<file path="config.mk">
export PLATFORM = sky130hd
export DESIGN_NAME = dpcm_rle_audio_decoder_unit_flat
export DESIGN_NICKNAME = d
export VERILOG_FILES = /design/src/rtl/dprad_pkg.sv /design/src/rtl/dprad_req_if.sv /design/src/rtl/dprad_rsp_if.sv /design/src/rtl/dprad_delta.sv /design/src/rtl/dpcm_rle_audio_decoder_unit.sv /design/src/flat_wrapper.sv
export SDC_FILE = /design/constraint.sdc
export NUM_CORES = 1
export LEC_CHECK = 0
export BUFFER_PORTS_ARGS = -buffer_cell sky130_fd_sc_hd__buf_2
export CAP_MARGIN = 20
export CELL_PAD_IN_SITES_DETAIL_PLACEMENT = 1
export CELL_PAD_IN_SITES_GLOBAL_PLACEMENT = 2
export CORE_UTILIZATION = 33
export DETAILED_ROUTE_END_ITERATION = 6
export GPL_TIMING_DRIVEN = 0
export PLACE_DENSITY_LB_ADDON = 0.1
export SYNTH_ARGS = -nofsm -noshare
export SYNTH_HDL_FRONTEND = slang
export SYNTH_SLANG_ARGS = --single-unit
</file>
<file path="constraint.sdc">
create_clock -name clock -period 6.1 [get_ports clock]
set_input_delay 1.22 -clock clock [delete_from_list [all_inputs] [get_ports clock]]
set_output_delay 1.22 -clock clock [all_outputs]
set_load 0.02 [all_outputs]
</file>
<file path="src/rtl/dprad_pkg.sv">
// ----------------------------------------------------------------------------
// dprad_pkg
// Shared widths, codes and types of the DPCM/RLE audio decoder.
// ----------------------------------------------------------------------------
package dprad_pkg;

   localparam int SAMPLE_W = 8;
   localparam int COUNT_W  = 16;
   localparam int BLEN_W   = 8;
   localparam int CODE_W   = 8;
   localparam int BYTES_W  = 7;
   localparam int ROW_W    = 4;
   localparam int DIGIT_W  = 4;
   localparam int JOB_W    = 6;

   // Item kinds on the request channel.
   localparam logic REQ_START = 1'b0;
   localparam logic REQ_DATA  = 1'b1;

   // Block modes; command mode means no delta block is open.
   localparam logic [1:0] MODE_CMD  = 2'd0;
   localparam logic [1:0] MODE_ONE  = 2'd1;
   localparam logic [1:0] MODE_TWO  = 2'd2;
   localparam logic [1:0] MODE_FOUR = 2'd3;

   // Mode selector field of a block opening byte.
   localparam logic [1:0] SEL_ONE = 2'b01;
   localparam logic [1:0] SEL_TWO = 2'b10;

   // Kinds of output job run by the sequencer.
   localparam logic JOB_HOLD  = 1'b0;
   localparam logic JOB_DELTA = 1'b1;

   localparam logic [DIGIT_W-1:0] CODE_TWO_BASE = 4'd6;
   localparam logic [7:0]         STEP_MAX      = 8'd127;

   typedef struct packed {
      logic [1:0]         mode;
      logic [ROW_W-1:0]   row;
      logic [DIGIT_W-1:0] digit;
   } dprad_delta_ctl_type;

endpackage

</file>
<file path="src/rtl/dprad_req_if.sv">
// ----------------------------------------------------------------------------
// dprad_req_if
// Request channel of the decoder: start items and compressed data bytes.
// ----------------------------------------------------------------------------
interface dprad_req_if;
   logic                           valid;
   logic                           ready;
   logic                           req_type;
   logic [dprad_pkg::SAMPLE_W-1:0] first_sample;
   logic [dprad_pkg::COUNT_W-1:0]  sample_count;
   logic [dprad_pkg::BLEN_W-1:0]   block_size;
   logic [dprad_pkg::CODE_W-1:0]   code_byte;

   modport source (
      output valid, req_type, first_sample, sample_count, block_size, code_byte,
      input  ready
   );
   modport sink (
      input  valid, req_type, first_sample, sample_count, block_size, code_byte,
      output ready
   );
endinterface

</file>
<file path="src/rtl/dprad_rsp_if.sv">
// ----------------------------------------------------------------------------
// dprad_rsp_if
// Response channel of the decoder: one decoded sample per word.
// ----------------------------------------------------------------------------
interface dprad_rsp_if;
   logic                           valid;
   logic                           ready;
   logic [dprad_pkg::SAMPLE_W-1:0] sample;
   logic                           last;

   modport source (output valid, sample, last, input ready);
   modport sink   (input valid, sample, last, output ready);
endinterface

</file>
<file path="src/rtl/dprad_delta.sv">
// ----------------------------------------------------------------------------
// dprad_delta
// Applies one delta digit to the current sample, with clamping to 0..255.
// ----------------------------------------------------------------------------
module dprad_delta (
   input  dprad_pkg::dprad_delta_ctl_type   ctl,
   input  logic [dprad_pkg::SAMPLE_W-1:0]   cur_sample,
   output logic [dprad_pkg::SAMPLE_W-1:0]   next_sample
);

   logic [dprad_pkg::DIGIT_W-1:0] code;
   logic [dprad_pkg::DIGIT_W-1:0] factor;
   logic [4:0]                    mult;
   logic [8:0]                    prod;
   logic                          neg;
   logic [7:0]                    mag;
   logic [8:0]                    acc;

   always_comb begin
      if (ctl.mode == dprad_pkg::MODE_TWO) begin
         code = dprad_pkg::CODE_TWO_BASE + {2'b00, ctl.digit[3:2]};
      end else begin
         code = ctl.digit;
      end
      // Codes below eight step down, the rest step up.
      neg    = ~code[3];
      factor = neg ? (4'd8 - code) : (code - 4'd7);
      mult   = {1'b0, ctl.row} + 5'd1;
      prod   = {4'b0000, mult} * {5'b00000, factor};

      if (ctl.mode == dprad_pkg::MODE_ONE) begin
         neg = ~ctl.digit[3];
         mag = 8'd1;
      end else if (!neg && (prod > {1'b0, dprad_pkg::STEP_MAX})) begin
         mag = dprad_pkg::STEP_MAX;
      end else begin
         mag = prod[7:0];
      end

      if (neg) begin
         acc         = {1'b0, cur_sample} - {1'b0, mag};
         next_sample = acc[8] ? 8'h00 : acc[7:0];
      end else begin
         acc         = {1'b0, cur_sample} + {1'b0, mag};
         next_sample = acc[8] ? 8'hFF : acc[7:0];
      end
   end

endmodule

</file>
<file path="src/rtl/dpcm_rle_audio_decoder_unit.sv">
// ----------------------------------------------------------------------------
// dpcm_rle_audio_decoder_unit
// Decodes a chunk of 8-bit audio from literal, repeat and delta-block codes.
// ----------------------------------------------------------------------------
//  channel  | direction | word
//  ---------+-----------+------------------------------------------------------
//  req_ch   | in        | req_type, first_sample, sample_count, block_size,
//           |           | code_byte
//  rsp_ch   | out       | sample, last
//
//  A request word is taken when the sequencer is free; its samples then leave
//  one per cycle from the output register while the response is not stalled.
//  Delta bytes are consumed from a shift register one digit per sample. A
//  stalled response holds the sequencer. Reset is synchronous.
// ----------------------------------------------------------------------------
module dpcm_rle_audio_decoder_unit (
   input  logic           clock,
   input  logic           reset,
   dprad_req_if.sink      req_ch,
   dprad_rsp_if.source    rsp_ch
);

   logic [dprad_pkg::SAMPLE_W-1:0] cur_ff, cur_in;
   logic [dprad_pkg::COUNT_W-1:0]  left_ff, left_in;
   logic [1:0]                     mode_ff, mode_in;
   logic [dprad_pkg::ROW_W-1:0]    row_ff, row_in;
   logic [dprad_pkg::BYTES_W-1:0]  bl_ff, bl_in;
   logic [dprad_pkg::BLEN_W-1:0]   blen_ff, blen_in;
   logic                           active_ff, active_in;
   logic                           busy_ff, busy_in;
   logic                           job_ff, job_in;
   logic [dprad_pkg::JOB_W-1:0]    cnt_ff, cnt_in;
   logic [dprad_pkg::CODE_W-1:0]   sr_ff, sr_in;
   logic                           out_valid_ff, out_valid_in;
   logic [dprad_pkg::SAMPLE_W-1:0] out_sample_ff, out_sample_in;
   logic                           out_last_ff, out_last_in;

   logic                           accept;
   logic                           emit;
   logic                           fin;
   logic [dprad_pkg::COUNT_W-1:0]  left_dec;
   logic [dprad_pkg::BYTES_W-1:0]  bl_dec;
   logic [dprad_pkg::BYTES_W-1:0]  open_bytes;
   logic [1:0]                     open_mode;
   logic [dprad_pkg::SAMPLE_W-1:0] delta_sample;
   logic [dprad_pkg::SAMPLE_W-1:0] emit_sample;
   dprad_pkg::dprad_delta_ctl_type delta_ctl;

   assign req_ch.ready = ~busy_ff;
   assign accept       = req_ch.valid & ~busy_ff;
   assign emit         = busy_ff & (~out_valid_ff | rsp_ch.ready);

   assign rsp_ch.valid  = out_valid_ff;
   assign rsp_ch.sample = out_sample_ff;
   assign rsp_ch.last   = out_last_ff;

   assign delta_ctl.mode  = mode_ff;
   assign delta_ctl.row   = row_ff;
   assign delta_ctl.digit = sr_ff[7:4];

   dprad_delta u_delta (
      .ctl         (delta_ctl),
      .cur_sample  (cur_ff),
      .next_sample (delta_sample)
   );

   assign left_dec    = left_ff - 16'd1;
   assign bl_dec      = bl_ff - 7'd1;
   assign fin         = (left_dec == '0);
   assign emit_sample = (job_ff == dprad_pkg::JOB_DELTA) ? delta_sample : cur_ff;

   // The block length comes from the start word of the chunk.
   always_comb begin
      case (req_ch.code_byte[5:4])
         dprad_pkg::SEL_ONE: begin
            open_mode  = dprad_pkg::MODE_ONE;
            open_bytes = {2'b00, blen_ff[7:3]};
         end
         dprad_pkg::SEL_TWO: begin
            open_mode  = dprad_pkg::MODE_TWO;
            open_bytes = {1'b0, blen_ff[7:2]};
         end
         default: begin
            open_mode  = dprad_pkg::MODE_FOUR;
            open_bytes = blen_ff[7:1];
         end
      endcase
   end

   always_comb begin
      cur_in        = cur_ff;
      left_in       = left_ff;
      mode_in       = mode_ff;
      row_in        = row_ff;
      bl_in         = bl_ff;
      blen_in       = blen_ff;
      active_in     = active_ff;
      busy_in       = busy_ff;
      job_in        = job_ff;
      cnt_in        = cnt_ff;
      sr_in         = sr_ff;
      out_valid_in  = out_valid_ff & ~rsp_ch.ready;
      out_sample_in = out_sample_ff;
      out_last_in   = out_last_ff;

      if (accept) begin
         if (req_ch.req_type == dprad_pkg::REQ_START) begin
            // A count of one or zero is held as one, so that the single
            // emitted sample carries the last flag and closes the chunk.
            cur_in    = req_ch.first_sample;
            blen_in   = req_ch.block_size;
            mode_in   = dprad_pkg::MODE_CMD;
            bl_in     = '0;
            row_in    = '0;
            left_in   = (req_ch.sample_count <= 16'd1) ? 16'd1 : req_ch.sample_count;
            active_in = 1'b1;
            busy_in   = 1'b1;
            job_in    = dprad_pkg::JOB_HOLD;
            cnt_in    = 6'd1;
         end else if (active_ff) begin
            if (mode_ff == dprad_pkg::MODE_CMD) begin
               if (req_ch.code_byte[7]) begin
                  cur_in  = {req_ch.code_byte[6:0], 1'b0};
                  busy_in = 1'b1;
                  job_in  = dprad_pkg::JOB_HOLD;
                  cnt_in  = 6'd1;
               end else if (req_ch.code_byte[6]) begin
                  busy_in = (req_ch.code_byte[5:0] != '0);
                  job_in  = dprad_pkg::JOB_HOLD;
                  cnt_in  = req_ch.code_byte[5:0];
               end else if (open_bytes != '0) begin
                  mode_in = open_mode;
                  row_in  = req_ch.code_byte[3:0];
                  bl_in   = open_bytes;
               end
            end else begin
               busy_in = 1'b1;
               job_in  = dprad_pkg::JOB_DELTA;
               sr_in   = req_ch.code_byte;
               case (mode_ff)
                  dprad_pkg::MODE_ONE: cnt_in = 6'd8;
                  dprad_pkg::MODE_TWO: cnt_in = 6'd4;
                  default:             cnt_in = 6'd2;
               endcase
            end
         end
      end

      if (emit) begin
         out_valid_in  = 1'b1;
         out_sample_in = emit_sample;
         out_last_in   = fin;
         cur_in        = emit_sample;
         left_in       = left_dec;
         cnt_in        = cnt_ff - 6'd1;
         case (mode_ff)
            dprad_pkg::MODE_ONE: sr_in = {sr_ff[6:0], 1'b0};
            dprad_pkg::MODE_TWO: sr_in = {sr_ff[5:0], 2'b00};
            default:             sr_in = {sr_ff[3:0], 4'b0000};
         endcase
         if (fin) begin
            busy_in   = 1'b0;
            active_in = 1'b0;
            mode_in   = dprad_pkg::MODE_CMD;
            bl_in     = '0;
         end else if (cnt_ff == 6'd1) begin
            busy_in = 1'b0;
            // A delta byte that completes without ending the chunk uses up
            // one byte of the open block.
            if (job_ff == dprad_pkg::JOB_DELTA) begin
               bl_in = bl_dec;
               if (bl_dec == '0) begin
                  mode_in = dprad_pkg::MODE_CMD;
               end
            end
         end
      end
   end

   always_ff @(posedge clock) begin
      if (reset) begin
         cur_ff       <= '0;
         left_ff      <= '0;
         mode_ff      <= dprad_pkg::MODE_CMD;
         row_ff       <= '0;
         bl_ff        <= '0;
         blen_ff      <= '0;
         active_ff    <= 1'b0;
         busy_ff      <= 1'b0;
         job_ff       <= dprad_pkg::JOB_HOLD;
         cnt_ff       <= '0;
         out_valid_ff <= 1'b0;
      end else begin
         cur_ff       <= cur_in;
         left_ff      <= left_in;
         mode_ff      <= mode_in;
         row_ff       <= row_in;
         bl_ff        <= bl_in;
         blen_ff      <= blen_in;
         active_ff    <= active_in;
         busy_ff      <= busy_in;
         job_ff       <= job_in;
         cnt_ff       <= cnt_in;
         out_valid_ff <= out_valid_in;
      end
   end

   always_ff @(posedge clock) begin
      sr_ff         <= sr_in;
      out_sample_ff <= out_sample_in;
      out_last_ff   <= out_last_in;
   end

`ifndef SYNTHESIS
   a_busy_has_work : assert property (@(posedge clock) disable iff (reset)
      busy_ff |-> (cnt_ff != '0))
      else $error("sequencer busy with no samples left in its job");

   a_idle_in_cmd : assert property (@(posedge clock) disable iff (reset)
      !active_ff |-> (mode_ff == dprad_pkg::MODE_CMD))
      else $error("delta block open while no chunk is active");

   a_block_has_bytes : assert property (@(posedge clock) disable iff (reset)
      (mode_ff != dprad_pkg::MODE_CMD) |-> (bl_ff != '0))
      else $error("delta block open with no bytes left");

   a_last_closes : assert property (@(posedge clock) disable iff (reset)
      (emit && fin) |=> (!active_ff && !busy_ff))
      else $error("chunk still running after its last sample");

   a_rsp_from_job : assert property (@(posedge clock) disable iff (reset)
      $rose(out_valid_ff) |-> $past(busy_ff))
      else $error("response word raised without a running job");
`endif

endmodule

</file>
<file path="src/flat_wrapper.sv">
// flat-port wrapper written by rule: the top's interface ports become plain ports
module dpcm_rle_audio_decoder_unit_flat 
  (clock, reset, req_ch_valid, req_ch_req_type, req_ch_first_sample, req_ch_sample_count, req_ch_block_size, req_ch_code_byte, req_ch_ready, rsp_ch_valid, rsp_ch_sample, rsp_ch_last, rsp_ch_ready);
  dprad_req_if req_ch_i ();
  dprad_rsp_if rsp_ch_i ();
  input  logic clock;
  input  logic reset;
  input wire logic [$bits(req_ch_i.valid)-1:0] req_ch_valid;
  input wire logic [$bits(req_ch_i.req_type)-1:0] req_ch_req_type;
  input wire logic [$bits(req_ch_i.first_sample)-1:0] req_ch_first_sample;
  input wire logic [$bits(req_ch_i.sample_count)-1:0] req_ch_sample_count;
  input wire logic [$bits(req_ch_i.block_size)-1:0] req_ch_block_size;
  input wire logic [$bits(req_ch_i.code_byte)-1:0] req_ch_code_byte;
  output wire logic [$bits(req_ch_i.ready)-1:0] req_ch_ready;
  output wire logic [$bits(rsp_ch_i.valid)-1:0] rsp_ch_valid;
  output wire logic [$bits(rsp_ch_i.sample)-1:0] rsp_ch_sample;
  output wire logic [$bits(rsp_ch_i.last)-1:0] rsp_ch_last;
  input wire logic [$bits(rsp_ch_i.ready)-1:0] rsp_ch_ready;
  assign req_ch_i.valid = req_ch_valid;
  assign req_ch_i.req_type = req_ch_req_type;
  assign req_ch_i.first_sample = req_ch_first_sample;
  assign req_ch_i.sample_count = req_ch_sample_count;
  assign req_ch_i.block_size = req_ch_block_size;
  assign req_ch_i.code_byte = req_ch_code_byte;
  assign req_ch_ready = req_ch_i.ready;
  assign rsp_ch_valid = rsp_ch_i.valid;
  assign rsp_ch_sample = rsp_ch_i.sample;
  assign rsp_ch_last = rsp_ch_i.last;
  assign rsp_ch_i.ready = rsp_ch_ready;
  dpcm_rle_audio_decoder_unit u_core (.clock(clock), .reset(reset), .req_ch(req_ch_i), .rsp_ch(rsp_ch_i));
endmodule
</file>
# Word-level counts from Yosys, hierarchy flattened

Index checks and enable logic that the tools add are counted.
Widths: inputs -> output; s select.

$add $sub $neg: 9
$mul: 1
$lt $le $gt $ge: 2
Equal/unequal tests: 17
Muxes and demuxes: 83
Bitwise logic cells: 10
Reduce and logical (&&, ||, !) cells: 16

Operator list:

| cell                  | number |
|---|---|
| $mux 8                | 17 |
| $mux 7                | 11 |
| $mux 16               | 4 |
| $mux 6                | 7 |
| $mux 4                | 8 |
| $mux 2                | 12 |
| $mux 1                | 20 |
| $le 16x1->1 const B   | 1 |
| $logic_not 16->1      | 1 |
| $pmux 8 s2            | 1 |
| $sub 16x1->16 const B | 1 |
| $pmux 7 s2            | 1 |
| $ne 2x1->1 const B    | 5 |
| $add 8x8->9           | 1 |
| $gt 9x7->1 const B    | 1 |
| $mul 5x4->9           | 1 |
| $ne 3x1->1 const B    | 3 |
| $sub 8x8->9           | 1 |
| $pmux 4 s2            | 1 |
| $reduce_and 4->1      | 2 |
| $logic_not 7->1       | 1 |
| $reduce_bool 7->1     | 1 |
| $sub 7x1->7 const B   | 1 |
| $eq 6x1->1 const B    | 1 |
| 21 further kinds      | 35 |

Register bits: 72
Bits of input ports: 45
Output and inout port bits: 11
Logic and storage cells: 152

# Longest topological paths before layout

Word-level depth: 15
Gate-level depth with buffers: 28
Mapped depth without buffers: 28

# Cells and area by module

From an unflattened synthesis, not the netlist that was laid out.

Cell total of the unflattened synthesis: 729
Area, all modules: 5,854.4 um^2

By module, submodules not included:

| module                      | instances | cells an instance | area an instance (um^2) | seq. area each (um^2) |
|---|---|---|---|---|
| dpcm_rle_audio_decoder_unit | 1         | 495               | 4,130.2                 | 1,591.5 |
| dprad_delta                 | 1         | 234               | 1,724.2                 | 0.0 |

# Worst setup path after synthesis

No wires, ideal clock.

Path type: reg2reg
Start: reg u_core.sr_ff[7] (netlist bit)
End: reg u_core.cur_ff[3] (netlist bit)
Setup time: 0.116 ns
Arrival: 6.254 ns
Data required time: 5.984 ns
Path slack: -0.271 ns
Stages on the path, launching flop included: 28
Period minus slack after synthesis: 6.371 ns
Cells stage by stage: edfxtp_1 -> clkbuf_1 -> clkinv_1 -> mux2_2 -> ha_1 -> xnor2_1 -> a21oi_1 -> nor2_1 -> fa_1 -> inv_1 -> fa_1 -> inv_1 -> ha_1 -> nor2b_1 -> o21a_1 -> o21a_1 -> o311ai_0 -> o211ai_1 -> clkbuf_1 -> o21a_1 -> ha_1 -> clkbuf_1 -> inv_1 -> o311a_1 -> o41ai_2 -> o211ai_1 -> o32a_1 -> a31o_2

Word-level cells in the longest chain between the ends: 14
Elaborated cells between the ends (all ways): 20

RTL lines:

| what                                              | line                                 | RTL |
|---|---|---|
| start: declaration                                | dpcm_rle_audio_decoder_unit.sv:33    | `logic [dprad_pkg::CODE_W-1:0] sr_ff, sr_in;` |
| start signal: assignment                          | dpcm_rle_audio_decoder_unit.sv:209   | `sr_ff <= sr_in;` |
| $add 3x2->4                                       | dprad_delta.sv:21                    | `code = dprad_pkg::CODE_TWO_BASE + {2'b00, ctl.digit[3:2]};` |
| $mux 4                                            | dprad_delta.sv:20                    | `if (ctl.mode == dprad_pkg::MODE_TWO) begin` |
| $sub 4x4->4 / $sub 4x3->4 (equally long branches) | dprad_delta.sv:27                    | `factor = neg ? (4'd8 - code) : (code - 4'd7);` |
| $mux 4                                            | dprad_delta.sv:27                    |  |
| $mul 5x4->9                                       | dprad_delta.sv:29                    | `prod = {4'b0000, mult} * {5'b00000, factor};` |
| $gt 9x7->1                                        | dprad_delta.sv:34                    | `end else if (!neg && (prod > {1'b0, dprad_pkg::STEP_MAX})) begin` |
| $logic_and 1x1->1                                 | dprad_delta.sv:34                    |  |
| $mux 8                                            | dprad_delta.sv:34                    |  |
| $mux 8                                            | dprad_delta.sv:31                    | `if (ctl.mode == dprad_pkg::MODE_ONE) begin` |
| $add 8x8->9 / $sub 8x8->9 (equally long branches) | dprad_delta.sv:44, dprad_delta.sv:41 |  |
| $mux 8, on equally long branches                  | dprad_delta.sv:45, dprad_delta.sv:42 |  |
| $mux 8 *                                          | dprad_delta.sv:40                    | `if (neg) begin` |
| $mux 8 *                                          | dpcm_rle_audio_decoder_unit.sv:70    | `assign emit_sample = (job_ff == dprad_pkg::JOB_DELTA) ? delta_sample : cur_ff;` |
| via u_core.emit_sample (one bit)                  | dpcm_rle_audio_decoder_unit.sv:46    | `logic [dprad_pkg::SAMPLE_W-1:0] emit_sample;` |
| $mux 8 *                                          | dpcm_rle_audio_decoder_unit.sv:149   | `if (emit) begin` |
| end signal: assignment                            | dpcm_rle_audio_decoder_unit.sv:194   | `cur_ff <= cur_in;` |
| end: declaration                                  | dpcm_rle_audio_decoder_unit.sv:23    | `logic [dprad_pkg::SAMPLE_W-1:0] cur_ff, cur_in;` |

The timed path passes the listed nets; every way through them passes the cells marked *.
A chain may end at the register's enable or synchronous reset.

# Worst setup path after layout

Same ends and word-level chain as after synthesis.

==> results.yml <==
synthesis:
  synth_top_area_share_pct: 18.1
  async_reset_ff_share_pct: 0
  yosysMostFrequentCell: "nor2_1"
  syn-instance-count: 743
  synth_simple_gate_area_share_pct: 23.7
  synth_edf_count: 17
  syn_area_um2: 5980
  synthFlopType: "dfxtp_1"
  synth_area_leader_cell: "dfxtp_1"
  synth_fa_ha_area_share_pct: 12.7
  synth_xor_area_share_pct: 3.22
  synth_top_family_by_area: "compound AO/OA/AOI/OAI gates"
  synth_compound_area_share_pct: 25.6
  synth.area.top_cells: "dfxtp_1 18%, ha_1 10%, edfxtp_1 8.5%, nor2_1 4.3%, a21oi_1 4.3%"
  ys_top_cells_by_count: "69 x nor2_1, 67 x nand2_1, 54 x dfxtp_1, 51 x a21oi_1, 48 x ha_1"
  ys_ff_latch: 71
  synth_cell_types: 79
  synth_warnings: 0
  syn_nets: 844
  synth.area.mux_share_pct: 2.26
  synth-seq-area-share_pct: 26.6
  syn-mean-instance-area_um2: 8.05
detailed_routing:
  viasPerCell: 5.68
  vias: 6075
  drc: 0
  first_pass_iters: 5
  first_iter_violations: 225
  wl_per_cell_um: 19.5
  drt.antenna.violating_nets: 0
  wirelength_um: 20900
layout:
  final_cells: 1069
  antennaDiodeCount: 0
  stdcell_area_um2: 7520
  nets: 940
  synthToLayoutAreaGrowth_pct: 25.8
  drive_gt1_share_pct: 24.4
  final_util_pct: 43.0
die:
  die_area_um2: 18700
  core_area_um2: 17500
  fp.dieW_um: 137
  std_cell_rows: 48
  num_io_pins: 56
  die_h_um: 137
  start_util_pct: 34.2
global_routing:
  use_met2_pct: 41.1
  grt_overflow: 0
  grt_max_degree: 19
  antenna_found_initial: 0
  track_usage_pct: 22.8
  grt_pass1_vias: 6220
  busiest_layer: "met2"
  grt_util_met3_pct: 2.78
  grt_pass1_wl_um: 32500
  grt.met1_usage_pct: 27.6
timing:
  worst_slack_ns: -0.107
  post-route-period-util_pct: 102
  finalHoldViolations: 0
  fin_crit_ns: 6.21
  fin_tns_setup_ns: -0.622
  finClkSkew_ns: 0.00575
  grt_setup_unrepaired: "yes"
  slew_headroom_pct: 33.9
  setup_viol: 10
  fmax_mhz: 161
  tightest_slew_ns: 0.991
  drv_slew: 0
placement:
  gp_congestion: 0.835
  io_buffer_count: 54
  hpwlAfterDp_um: 15700
  pre_cts_ws_ns: -1.04
  place_inst: 1022
  place_area_um2: 6540
clock_network:
  hold_buffers: 0
  clk_latency_ns: 0.34
  clock-sinks: 71
  path_clk_slew_ns: 0.06
  htree_levels: 3
  root_buffer: "clkbuf_16"
  cts_made_buffers: 9
  cts_buffer_depth: 2
  cts_tree: "yes"
worst_setup_path:
  reg2reg_depth: 27
  worst_setup_path_start_kind: "flop"
  startpoint: "u_core.sr_ff[7]"
  worst_setup_path_end_kind: "flop"
  critPathArrivalTime_ns: 6.44
  crit_end: "u_core.cur_ff[3]"
  cp.required_ns: 6.33
  critical_path_class: "flop to flop"
  r2r-end: "u_core.cur_ff[3]"
  reg2reg_slack_ns: -0.11
  cp_max_fo: 9
  r2r-start: "u_core.sr_ff[7]"
power:
  p_int_w: 0.00105
  power_frac_comb_pct: 36.7
  p_sw_w: 0.000601
  pwr-share-seq_pct: 33.7
  switching_share_pct: 36.5
  power_density_nw_per_um2: 219
  peakVddDrop_uv: 105
  leakagePower_nw: 2.87
  power_frac_clock_pct: 29.6
status:
  violations: "negative setup slack"
  status: "finished, violations left"
job:
  maxCapViolCount: 0
min_path:
  hold_path.class: "flop to flop"
how the worst min path moves through the flow:
| stage | slack, ns | from | end | depth (start not counted) |
|---|---|---|---|---|
| final | 0.46 | u_core.blen_ff[1] | u_core.blen_ff[1] | 2 |
| after floorplan | 0.44 | u_core.blen_ff[1] | u_core.blen_ff[1] | 2 |
| after global placement | 0.45 | u_core.blen_ff[1] | u_core.blen_ff[1] | 2 |
| after CTS | 0.46 | u_core.blen_ff[1] | u_core.blen_ff[1] | 2 |
| after global routing | 0.49 | u_core.blen_ff[1] | u_core.blen_ff[1] | 2 |
| after detailed placement | 0.45 | u_core.blen_ff[1] | u_core.blen_ff[1] | 2 |
what timing repair did:
| action | 4_1_cts | 5_1_grt |
|---|---|---|
| setup endpoints to repair | 16 | 16 |
| pin swaps | 37 | 33 |
| gates resized for setup | 70 | 35 |
| setup buffers | 21 | 10 |
| cloned | 1 | 0 |
state kept, by name, indices dropped and copies added, names as in the netlist:
name,flops
u_core.left_ff,16
u_core.cur_ff,8
u_core.rsp_ch.sample,8
u_core.sr_ff,8
u_core.bl_ff,7
u_core.blen_ff,7
u_core.cnt_ff,6
u_core.row_ff,4
u_core.mode_ff,2
u_core.active_ff,1
u_core.busy_ff,1
u_core.job_ff,1
u_core.rsp_ch.last,1
u_core.rsp_ch.valid,1
worst max-delay path: stages (launching register included):
cell and delay (ns):
edfxtp_1 0.33, clkbuf_8 0.19, clkinv_4 0.11, mux2_4 0.29, ha_4 0.17, xnor2_2 0.13
a21oi_2 0.23, nor2_2 0.07, fa_1 0.50, inv_2 0.04, fa_1 0.54, inv_2 0.05
ha_4 0.22, nor2b_4 0.12, o21a_1 0.19, o211ai_1 0.28, o311ai_4 0.17, o211ai_1 0.34
buf_2 0.21, buf_4 0.12, o21a_1 0.20, ha_4 0.22, a2111o_1 0.39, o22ai_4 0.24
buf_4 0.16, nor4_2 0.04, o32a_1 0.35, a31o_2 0.21
layer usage:
metal / share of wire (%) / vias to the layer above
met3: 2.8 / 31
met1: 44 / 3014
met2: 50 / 109
li1: - / 2921
met5: 0 / -
met4: 2.9 / 0
final cells by class:
cell class              count  area (um2)
fillers                  2104        9950
multi-input cells         586        4460
flip-flops and latches     71        1600
repair buffers             86         532
well taps                 225         282
clock buffers              10         229
plain buffers              38         206
inverters                  47         184
clock inverters             6        36.3
layout by cell type (no fill, tap or decap), types with 6 or more instances in the layout:
cell type	n
inv_1	42
dfxtp_1	52
ha_2	6
nand3b_1	6
o21ai_0	34
a22oi_1	9
nand2_1	67
buf_4	29
o211ai_1	9
edfxtp_1	17
or4_1	7
nand3_1	22
ha_1	36
mux2i_1	9
ha_4	6
buf_6	8
or3_1	9
o21a_1	10
xor2_1	7
nand2b_1	19
xnor2_1	12
a211oi_1	7
a31oi_1	14
clkbuf_16	9
nor3_1	19
a21oi_1	48
clkbuf_1	22
nor2b_1	6
nor4_1	9
buf_2	62
nor2_1	64
cells by family (layout without fill, tap and decap cells):
group	count (synthesis)	count (layout)
AO/OA/AOI/OAI	221	221
XOR/XNOR	22	22
adder cells (fa/ha/maj)	56	56
AND/OR/NAND/NOR	274	274
buffers and inverters	86	187
flip-flops	71	71
multiplexers	13	13
through the flow:
| step | power (W) | hold slack (ns) |
|---|---|---|
| 5_1_grt | 0.00174 | 0.485 |
| 3_3_place_gp | 0.00102 | 0.454 |
| 4_1_cts | 0.00160 | 0.463 |
| 2_1_floorplan | 0.000895 | 0.437 |
| 3_5_place_dp | 0.00104 | 0.454 |
| 6_report | 0.00165 | 0.459 |
power by group through the flow:
stage	combinational (W)	clock [W]	sequential, W
6_report	0.000604	0.000488	0.000556
5_1_grt	0.000657	0.000526	0.000561
4_1_cts	0.000546	0.000500	0.000555
3_5_place_dp	0.000471	0	0.000565
3_3_place_gp	0.000460	0	0.000563
2_1_floorplan	0.000337	0	0.000558
(Power assumes the default switching activity.)
